`src/design/cbq_pkg.sv`:
```
// Package for the cascaded biquad filter: widths, register and state codes,
// MAC control struct and saturation limits. No dependencies.
package cbq_pkg;

    localparam int MAX_STAGES    = 5;
    localparam int SAMPLE_BITS   = 24;
    localparam int COEF_BITS     = 32;
    localparam int COEF_FRAC     = COEF_BITS - 5;
    localparam int PROD_BITS     = COEF_BITS + SAMPLE_BITS;
    localparam int ACC_BITS      = 64;
    localparam int SEC_BITS      = (MAX_STAGES > 1) ? $clog2(MAX_STAGES) : 1;
    localparam int CNT_BITS      = $clog2(MAX_STAGES + 1);
    localparam int CFG_IDX_BITS  = 3;
    localparam int CFG_DATA_BITS = COEF_BITS;
    localparam int STAGE_CNT_BITS = 3;

    localparam logic [STAGE_CNT_BITS-1:0] STAGE_COUNT_RESET = 3'd2;

    localparam logic signed [COEF_BITS-1:0] COEF_ONE =
        COEF_BITS'(64'sd1 <<< COEF_FRAC);

    localparam logic signed [ACC_BITS-1:0] ROUND_HALF =
        ACC_BITS'(64'sd1 <<< (COEF_FRAC - 1));

    localparam logic signed [ACC_BITS-1:0] SAT_HI =
        {{(ACC_BITS - SAMPLE_BITS + 1){1'b0}}, {(SAMPLE_BITS - 1){1'b1}}};
    localparam logic signed [ACC_BITS-1:0] SAT_LO = ~SAT_HI;

    typedef enum logic [CFG_IDX_BITS-1:0] {
        REG_BYPASS      = 3'd0,
        REG_STAGE_COUNT = 3'd1,
        REG_COEF_B0     = 3'd2,
        REG_COEF_B1     = 3'd3,
        REG_COEF_B2     = 3'd4,
        REG_COEF_A1     = 3'd5,
        REG_COEF_A2     = 3'd6
    } cfg_idx_t;

    typedef enum logic [2:0] {
        TERM_B0,
        TERM_B1,
        TERM_B2,
        TERM_A1,
        TERM_A2
    } term_t;

    typedef enum logic [2:0] {
        ST_IDLE,
        ST_MUL,
        ST_WAIT,
        ST_ROUND,
        ST_DONE
    } state_t;

    typedef struct packed {
        logic vld;    // issue a product this cycle
        logic first;  // product starts a fresh accumulation
        logic sub;    // feedback term, subtracted
    } mac_ctl_t;

endpackage

```
`src/design/cbq_mac.sv`:
```
// Shared multiply-accumulate unit: registered product, then accumulate.
// Depends on cbq_pkg.
module cbq_mac
    import cbq_pkg::*;
(
    input  logic                        clk,
    input  logic                        rst_n,
    input  mac_ctl_t                    ctl,
    input  logic signed [COEF_BITS-1:0] coef,
    input  logic signed [SAMPLE_BITS-1:0] samp,
    output logic signed [ACC_BITS-1:0]  acc
);

    logic signed [PROD_BITS-1:0] prod_reg;
    mac_ctl_t                    ctl_reg;
    logic signed [ACC_BITS-1:0]  acc_reg;
    logic signed [ACC_BITS-1:0]  acc_base;
    logic signed [ACC_BITS-1:0]  prod_ext;
    logic signed [ACC_BITS-1:0]  acc_next;

    always_ff @(posedge clk or negedge rst_n)
    begin
        if (!rst_n)
        begin
            ctl_reg <= '0;
        end
        else
        begin
            ctl_reg <= ctl;
        end
    end

    always_ff @(posedge clk)
    begin
        if (ctl.vld)
        begin
            prod_reg <= coef * samp;
        end
        if (ctl_reg.vld)
        begin
            acc_reg <= acc_next;
        end
    end

    always_comb
    begin
        acc_base = ctl_reg.first ? '0 : acc_reg;
        prod_ext = ACC_BITS'(prod_reg);
        acc_next = ctl_reg.sub ? (acc_base - prod_ext) : (acc_base + prod_ext);
    end

    assign acc = acc_reg;

endmodule

```
`src/design/cascaded_biquad_df1_filter_top.sv`:
```
// A sample is worked through the n active sections; bypass or n = 0 skips them all.
// A new sample is taken only after the previous result is loaded into the output register.
// Each section issues five products through the one shared MAC unit, then drains
// the accumulator (ST_WAIT) and rounds and saturates the section result (ST_ROUND).
// Reset: registers to defaults (b0 = 1.0, two sections), delay lines zero.
// Top level of the cascaded biquad filter; depends on cbq_pkg and cbq_mac.
module cascaded_biquad_df1_filter_top
    import cbq_pkg::*;
(
    input  logic                          clk,
    input  logic                          rst_n,
    input  logic                          in_valid,
    output logic                          in_ready,
    input  logic signed [SAMPLE_BITS-1:0] sample_in,
    output logic                          out_valid,
    input  logic                          out_ready,
    output logic signed [SAMPLE_BITS-1:0] sample_out,
    input  logic                          cfg_valid,
    output logic                          cfg_ready,
    input  logic [CFG_IDX_BITS-1:0]       cfg_index,
    input  logic [CFG_DATA_BITS-1:0]      cfg_data
);

    state_t state_reg, state_next;
    term_t  term_reg, term_next;
    logic [SEC_BITS-1:0] sec_reg;

    logic                          bypass_reg;
    logic [STAGE_CNT_BITS-1:0]     stage_count_reg;
    logic signed [COEF_BITS-1:0]   b0_reg, b1_reg, b2_reg, a1_reg, a2_reg;

    logic signed [SAMPLE_BITS-1:0] x1_reg [MAX_STAGES];
    logic signed [SAMPLE_BITS-1:0] x2_reg [MAX_STAGES];
    logic signed [SAMPLE_BITS-1:0] y1_reg [MAX_STAGES];
    logic signed [SAMPLE_BITS-1:0] y2_reg [MAX_STAGES];

    logic signed [SAMPLE_BITS-1:0] x_reg;
    logic signed [SAMPLE_BITS-1:0] out_reg;
    logic                          out_valid_reg;

    logic [CNT_BITS-1:0]           n_eff;
    logic                          last_sec;
    logic                          in_xfer;
    logic                          cfg_xfer;
    logic                          out_load;

    mac_ctl_t                      mac_ctl;
    logic signed [COEF_BITS-1:0]   mac_coef;
    logic signed [SAMPLE_BITS-1:0] mac_samp;
    logic signed [ACC_BITS-1:0]    mac_acc;

    logic signed [ACC_BITS-1:0]    rnd_sum;
    logic signed [ACC_BITS-1:0]    rnd_q;
    logic signed [SAMPLE_BITS-1:0] sat_val;

    assign cfg_ready = 1'b1;
    assign cfg_xfer  = cfg_valid && cfg_ready;
    assign in_xfer   = in_valid && in_ready;

    always_comb
    begin
        if (32'(stage_count_reg) > MAX_STAGES)
            n_eff = CNT_BITS'(MAX_STAGES);
        else
            n_eff = CNT_BITS'(stage_count_reg);
        last_sec = ((CNT_BITS'(sec_reg) + CNT_BITS'(1)) == n_eff);
    end

    // operand select for the shared MAC
    always_comb
    begin
        mac_coef = b0_reg;
        mac_samp = x_reg;
        case (term_reg)
            TERM_B0:
            begin
                mac_coef = b0_reg;
                mac_samp = x_reg;
            end
            TERM_B1:
            begin
                mac_coef = b1_reg;
                mac_samp = x1_reg[sec_reg];
            end
            TERM_B2:
            begin
                mac_coef = b2_reg;
                mac_samp = x2_reg[sec_reg];
            end
            TERM_A1:
            begin
                mac_coef = a1_reg;
                mac_samp = y1_reg[sec_reg];
            end
            TERM_A2:
            begin
                mac_coef = a2_reg;
                mac_samp = y2_reg[sec_reg];
            end
            default:
            begin
                mac_coef = b0_reg;
                mac_samp = x_reg;
            end
        endcase
    end

    cbq_mac u_mac (
        .clk   (clk),
        .rst_n (rst_n),
        .ctl   (mac_ctl),
        .coef  (mac_coef),
        .samp  (mac_samp),
        .acc   (mac_acc)
    );

    // round half up, then clamp to the sample range
    always_comb
    begin
        rnd_sum = mac_acc + ROUND_HALF;
        rnd_q   = rnd_sum >>> COEF_FRAC;
        if (rnd_q > SAT_HI)
            sat_val = SAMPLE_BITS'(SAT_HI);
        else if (rnd_q < SAT_LO)
            sat_val = SAMPLE_BITS'(SAT_LO);
        else
            sat_val = SAMPLE_BITS'(rnd_q);
    end

    always_ff @(posedge clk or negedge rst_n)
    begin
        if (!rst_n)
        begin
            state_reg <= ST_IDLE;
            term_reg  <= TERM_B0;
        end
        else
        begin
            state_reg <= state_next;
            term_reg  <= term_next;
        end
    end

    always_comb
    begin
        state_next = state_reg;
        term_next  = term_reg;
        in_ready   = 1'b0;
        out_load   = 1'b0;
        mac_ctl    = '0;
        unique case (state_reg)
            ST_IDLE:
            begin
                in_ready  = 1'b1;
                term_next = TERM_B0;
                if (in_valid)
                begin
                    if (bypass_reg || (n_eff == '0))
                        state_next = ST_DONE;
                    else
                        state_next = ST_MUL;
                end
            end
            ST_MUL:
            begin
                mac_ctl.vld   = 1'b1;
                mac_ctl.first = (term_reg == TERM_B0);
                mac_ctl.sub   = (term_reg == TERM_A1) || (term_reg == TERM_A2);
                unique case (term_reg)
                    TERM_B0: term_next = TERM_B1;
                    TERM_B1: term_next = TERM_B2;
                    TERM_B2: term_next = TERM_A1;
                    TERM_A1: term_next = TERM_A2;
                    default:
                    begin
                        term_next  = TERM_B0;
                        state_next = ST_WAIT;
                    end
                endcase
            end
            ST_WAIT:
            begin
                state_next = ST_ROUND;
            end
            ST_ROUND:
            begin
                term_next  = TERM_B0;
                state_next = last_sec ? ST_DONE : ST_MUL;
            end
            ST_DONE:
            begin
                if (!out_valid_reg || out_ready)
                begin
                    out_load   = 1'b1;
                    state_next = ST_IDLE;
                end
            end
            default:
            begin
                state_next = ST_IDLE;
            end
        endcase
    end

    // config registers and delay lines
    always_ff @(posedge clk or negedge rst_n)
    begin
        if (!rst_n)
        begin
            bypass_reg      <= 1'b0;
            stage_count_reg <= STAGE_COUNT_RESET;
            b0_reg          <= COEF_ONE;
            b1_reg          <= '0;
            b2_reg          <= '0;
            a1_reg          <= '0;
            a2_reg          <= '0;
            for (int k = 0; k < MAX_STAGES; k++)
            begin
                x1_reg[k] <= '0;
                x2_reg[k] <= '0;
                y1_reg[k] <= '0;
                y2_reg[k] <= '0;
            end
        end
        else
        begin
            if (cfg_xfer)
            begin
                unique case (cfg_idx_t'(cfg_index))
                    REG_BYPASS:      bypass_reg <= cfg_data[0];
                    REG_STAGE_COUNT:
                    begin
                        stage_count_reg <= cfg_data[STAGE_CNT_BITS-1:0];
                        for (int k = 0; k < MAX_STAGES; k++)
                        begin
                            x1_reg[k] <= '0;
                            x2_reg[k] <= '0;
                            y1_reg[k] <= '0;
                            y2_reg[k] <= '0;
                        end
                    end
                    REG_COEF_B0:     b0_reg <= COEF_BITS'(cfg_data);
                    REG_COEF_B1:     b1_reg <= COEF_BITS'(cfg_data);
                    REG_COEF_B2:     b2_reg <= COEF_BITS'(cfg_data);
                    REG_COEF_A1:     a1_reg <= COEF_BITS'(cfg_data);
                    REG_COEF_A2:     a2_reg <= COEF_BITS'(cfg_data);
                    default:         ;
                endcase
            end
            else if (state_reg == ST_ROUND)
            begin
                x2_reg[sec_reg] <= x1_reg[sec_reg];
                x1_reg[sec_reg] <= x_reg;
                y2_reg[sec_reg] <= y1_reg[sec_reg];
                y1_reg[sec_reg] <= sat_val;
            end
        end
    end

    // datapath: section input, section index
    always_ff @(posedge clk or negedge rst_n)
    begin
        if (!rst_n)
        begin
            sec_reg <= '0;
        end
        else if (in_xfer)
        begin
            sec_reg <= '0;
        end
        else if ((state_reg == ST_ROUND) && !last_sec)
        begin
            sec_reg <= sec_reg + SEC_BITS'(1);
        end
    end

    always_ff @(posedge clk)
    begin
        if (in_xfer)
            x_reg <= sample_in;
        else if (state_reg == ST_ROUND)
            x_reg <= sat_val;
        if (out_load)
            out_reg <= x_reg;
    end

    always_ff @(posedge clk or negedge rst_n)
    begin
        if (!rst_n)
            out_valid_reg <= 1'b0;
        else if (out_load)
            out_valid_reg <= 1'b1;
        else if (out_ready)
            out_valid_reg <= 1'b0;
    end

    assign out_valid  = out_valid_reg;
    assign sample_out = out_reg;

    // a new sample is never taken while one is in work
    a_no_back_to_back: assert property (@(posedge clk) disable iff (!rst_n)
        in_xfer |=> !in_ready)
        else $error("input taken twice in a row");

    // bypass or zero sections skip the MAC entirely
    a_bypass_skip: assert property (@(posedge clk) disable iff (!rst_n)
        (in_xfer && (bypass_reg || (n_eff == '0))) |=> (state_reg == ST_DONE))
        else $error("bypass did not skip the sections");

    // section index stays within the active section count while rounding
    a_sec_range: assert property (@(posedge clk) disable iff (!rst_n)
        (state_reg == ST_ROUND) |-> (CNT_BITS'(sec_reg) < n_eff))
        else $error("section index out of range");

    // an accumulation always starts with the b0 product
    a_mac_first: assert property (@(posedge clk) disable iff (!rst_n)
        (mac_ctl.vld && $past(state_reg) != ST_MUL) |-> mac_ctl.first)
        else $error("accumulation not restarted at section start");

endmodule

```
`config.mk`:
```
export PLATFORM = sky130hd
export DESIGN_NAME = cascaded_biquad_df1_filter_top
export DESIGN_NICKNAME = d
export VERILOG_FILES = /design/src/design/cbq_pkg.sv /design/src/design/cbq_mac.sv /design/src/design/cascaded_biquad_df1_filter_top.sv
export SDC_FILE = /design/constraint.sdc
export NUM_CORES = 2
export LEC_CHECK = 0
export ABC_AREA = 1
export BUFFER_PORTS_ARGS = -buffer_cell sky130_fd_sc_hd__buf_2
export CAP_MARGIN = 10
export CORE_AREA = 4 4 351 353
export CTS_BUF_LIST = sky130_fd_sc_hd__clkbuf_2 sky130_fd_sc_hd__clkbuf_4 sky130_fd_sc_hd__clkbuf_8
export DETAILED_ROUTE_END_ITERATION = 10
export DIE_AREA = 0 0 355 357
export GPL_TIMING_DRIVEN = 0
export PLACE_DENSITY = 0.79
export SLEW_MARGIN = 15
export SYNTH_ARGS = -nofsm -noshare
export SYNTH_HDL_FRONTEND = slang
export SYNTH_HIERARCHICAL = 1
export SYNTH_SLANG_ARGS = --single-unit
```
`constraint.sdc`:
```
create_clock -name clk -period 7.6 [get_ports clk]
set_input_delay 1.52 -clock clk [delete_from_list [all_inputs] [get_ports clk]]
set_output_delay 1.52 -clock clk [all_outputs]
set_load 0.01 [all_outputs]
```
==> summary.md <==
| Metric | Value |
|---|---|
| Length of the first detailed-routing pass in iterations | 9 |
| TritonCTS clock tree | done |
| # setup viols final | 42 |
| Synth top area share | 0.229 |
| Via count of the first global-routing pass | 67.8k |
| Worst Path Required | 8200 ps |
| Critical path endpoint category | flip-flop |
| H-Tree Depth | 4 |
| Post-synth top area cell | dfrtp_1 |
| Register bit count reported by yosys | 825 |
| Io pins | 91 |
| Commonest register cell after synthesis | dfrtp_1 |
| Die height | 357 um |
| Commonest cells in the netlist | 2713 x nand2_1, 1995 x inv_1, 784 x fa_1, 655 x dfrtp_1, 481 x nor2_1 |
| Total global-route track usage | 0.460 |
| Highest achievable clock rate | 119 MHz |
| Vias | 68.0k |
| Total area of multi-input combinational cells | 0.0442 sq mm |
| Final setup margin | -813 ps |
| Violated checks | setup timing |
| Worst slew margin | 0.199 |
| Category of the worst setup path launch point | flip-flop |
| Net count reported at finish | 10.6k |
| Family with the most delay on the worst path | adder cells |
| Startpoint-to-endpoint class of the critical path | reg2reg |
| WL/cell | 26.1 um |
| EDFF count, synth | 168 |
| Worst setup path endpoint | u_mac/prod_reg[54] |
| Clock-pin slew on the worst setup and hold paths | 60 ps |
| Fill cell count | 9414 |
| Reg2reg end | u_mac/prod_reg[54] |
| Most frequent CP cell | fa_2 |
| Outcome | complete, but fails checks |
| Clk sinks | 825 |
| Critical-path top delay cell | fa_2 |
| Post-detailed-routing wire length | 294 mm |
| Number of maximum-capacitance constraint violations | 0 |
| Cells after synthesis | 9102 |
| Shortest clock period the worst path allows after layout | 8410 ps |
| Buffers on Ports | 89 |
| Buffers plus inverters on the worst setup path | 11 |
| Ranking of synthesized cells by area | dfrtp_1 23%, fa_1 22%, nand2_1 14%, inv_1 10%, edfxtp_1 7.0% |
| Arrival time reported for the critical path endpoint | 9010 ps |
| Storage cell area | 0.0215 sq mm |
| Maximum cell stage delay along the critical path | 640 ps |
| Layout-stage area growth over the synthesis result | 17.3% |
| Worst Clk Skew | 86.9 ps |
| Detail-routed via count per cell | 6.03 |
| Horizontal die dimension | 355 um |
| Fraction of final layout cells with drive strength greater than 1 | 0.147 |
| Die Footprint | 0.127 sq mm |
| RSZ-0062 raised after global routing | yes |
| Starting Density | 0.598 |
| Number of cells on the worst reg-to-reg path | 33 |
| Synthesized net count | 10.2k |
| Source-to-sink clock delay at the later pin of the worst-skew pair | 920 ps |
| Yosys warns | 6 |
| Post-Synthesis Cell Area | 0.0716 sq mm |
| Worst setup slack for register-to-register paths | -810 ps |
| Smallest hold slack | 451 ps |
| Measured slew at the worst slew-check pin | 1190 ps |
| Distinct cell type count after synthesis | 61 |
| Total grt overflow | 0 |
| Maximum fanout encountered on the critical timing path | 10 |
| Clock buffer count from CTS | 139 |
| Clock root buffer | clkbuf_8 |
| Class of the worst hold path | reg2reg |
| Number of antenna violations at the first check in global routing | 13 |
| Routability-driven placement congestion ratio | 1.05 |
| First-pass GRT wire length | 428 mm |
| Core footprint | 0.120 sq mm |
| Number of violations reported at the end of detailed-routing iteration 0 | 9844 |
| Number of endpoints with negative hold slack in the final report | 0 |
| Sequential fraction of the synthesis area | 0.300 |
| Maximum buffer depth of the clock tree | 3 |
| Startpoint of the worst register-to-register path | sec_reg[0] |
| Post-synthesis async set-or-reset flop share | 0.796 |
| Residual DRC count | 0 |
| Maximum number of pins on one net before global-route repair | 111 |
| Number of routed nets with antenna violations | 0 |
| Sum of net half-perimeters after detailed placement | 220 mm |
| Most used standard cell by instance count after synthesis | nand2_1 |
| Total number of placement rows | 127 |
| Mapped Avg Cell Area | 7.87 sq um |
| Worst Setup SP | sec_reg[0] |
| Max Slew Vio Count | 0 |
| Final cycle utilization of the critical path | 1.11 |
| Instance count on the critical path | 33 |
==> cell usage in the layout (no fill, tap or decap), types with 110 or more instances in the layout <==
master and instances:
o22ai_1 339, dfrtp_1 648, nor2_1 416, buf_4 208
inv_1 1956, clkbuf_8 202, a21oi_1 111, nand2_1 2601
edfxtp_1 168, ha_1 174, xor2_1 110, fa_1 735
nand3_1 174, o21ai_0 369, clkbuf_1 120
==> stage by stage <==
| stage | setup slack [ps] | util | area (sq um) | TNS [ps] | instances |
|---|---|---|---|---|---|
| global placement | -8780 | 0.619 | 74200 | -5706190 | 10800 |
| CTS | -532 | 0.689 | 82500 | -16420 | 11200 |
| finish | -813 | 0.701 | 84000 | -24640 | 11300 |
| detailed placement | -3420 | 0.622 | 74600 | -128750 | 10800 |
| floorplan | 4.81 | - | 71700 | 0 | 9102 |
| global route | -903 | 0.701 | 84000 | -29970 | 11300 |
==> layer usage <==
| layer | track usage | routed length, um | up-vias |
|---|---|---|---|
| met3 | 0.137 | 38100 | 1376 |
| met4 | 0.319 | 26400 | 4 |
| met1 | 0.575 | 104000 | 32800 |
| met5 | 0 | 34 | - |
| li1 | - | - | 28700 |
| met2 | 0.690 | 126000 | 5108 |
==> worst register-to-register path: cells and delay by family, from the launching register on <==
family                   cells  cell delay (ps)
buffers and inverters       11             1420
flip-flops                   1              480
adder cells (fa/ha/maj)      8             4070
AND/OR/NAND/NOR             10             1280
AO/OA/AOI/OAI                4              840
==> kinds of logic (layout without fill, tap and decap cells) <==
logic type | Yosys count | count (layout) | synth area share
other | 1 | 11 | 0.0000523
AND/OR/NAND/NOR | 3633 | 3633 | 0.206
buffers and inverters | 2374 | 2937 | 0.126
AO/OA/AOI/OAI | 1129 | 1129 | 0.0936
flip-flops | 825 | 825 | 0.300
adder cells (fa/ha/maj) | 1000 | 1000 | 0.257
XOR/XNOR | 140 | 140 | 0.0172
==> worst min-delay path by stage <==
stage	from	cells after the start	slack [ps]	end
after global placement	x_reg[5]	0	440	sample_out[5]
after detailed placement	x_reg[12]	0	440	sample_out[12]
after floorplan	x_reg[12]	0	430	sample_out[12]
after global routing	x_reg[12]	0	470	sample_out[12]
after CTS	x_reg[12]	0	450	sample_out[12]
final	x_reg[12]	0	450	sample_out[12]
==> final cells by class <==
type | instances | share of cell area
inverters | 2015 | 0.0906
clock buffers | 207 | 0.0306
repair inverters | 1 | 0.0000745
flip-flops and latches | 825 | 0.256
well taps | 1612 | 0.0240
diodes | 10 | 0.000298
clock inverters | 37 | 0.00481
plain buffers | 359 | 0.0352
multi-input cells | 5903 | 0.526
repair buffers | 318 | 0.0328
==> timing repair <==
action | in CTS | in global routing
cloned | 2 | 2
setup buffers | 153 | 52
pin swaps | 127 | 107
setup endpoints to repair | 50 | 44
hold buffers | 0 | 0
resized for setup | 968 | 274
Power is left out: the tool's default activity adds up to more than one toggle a clock period on the data nets, which glitch-free logic cannot reach.
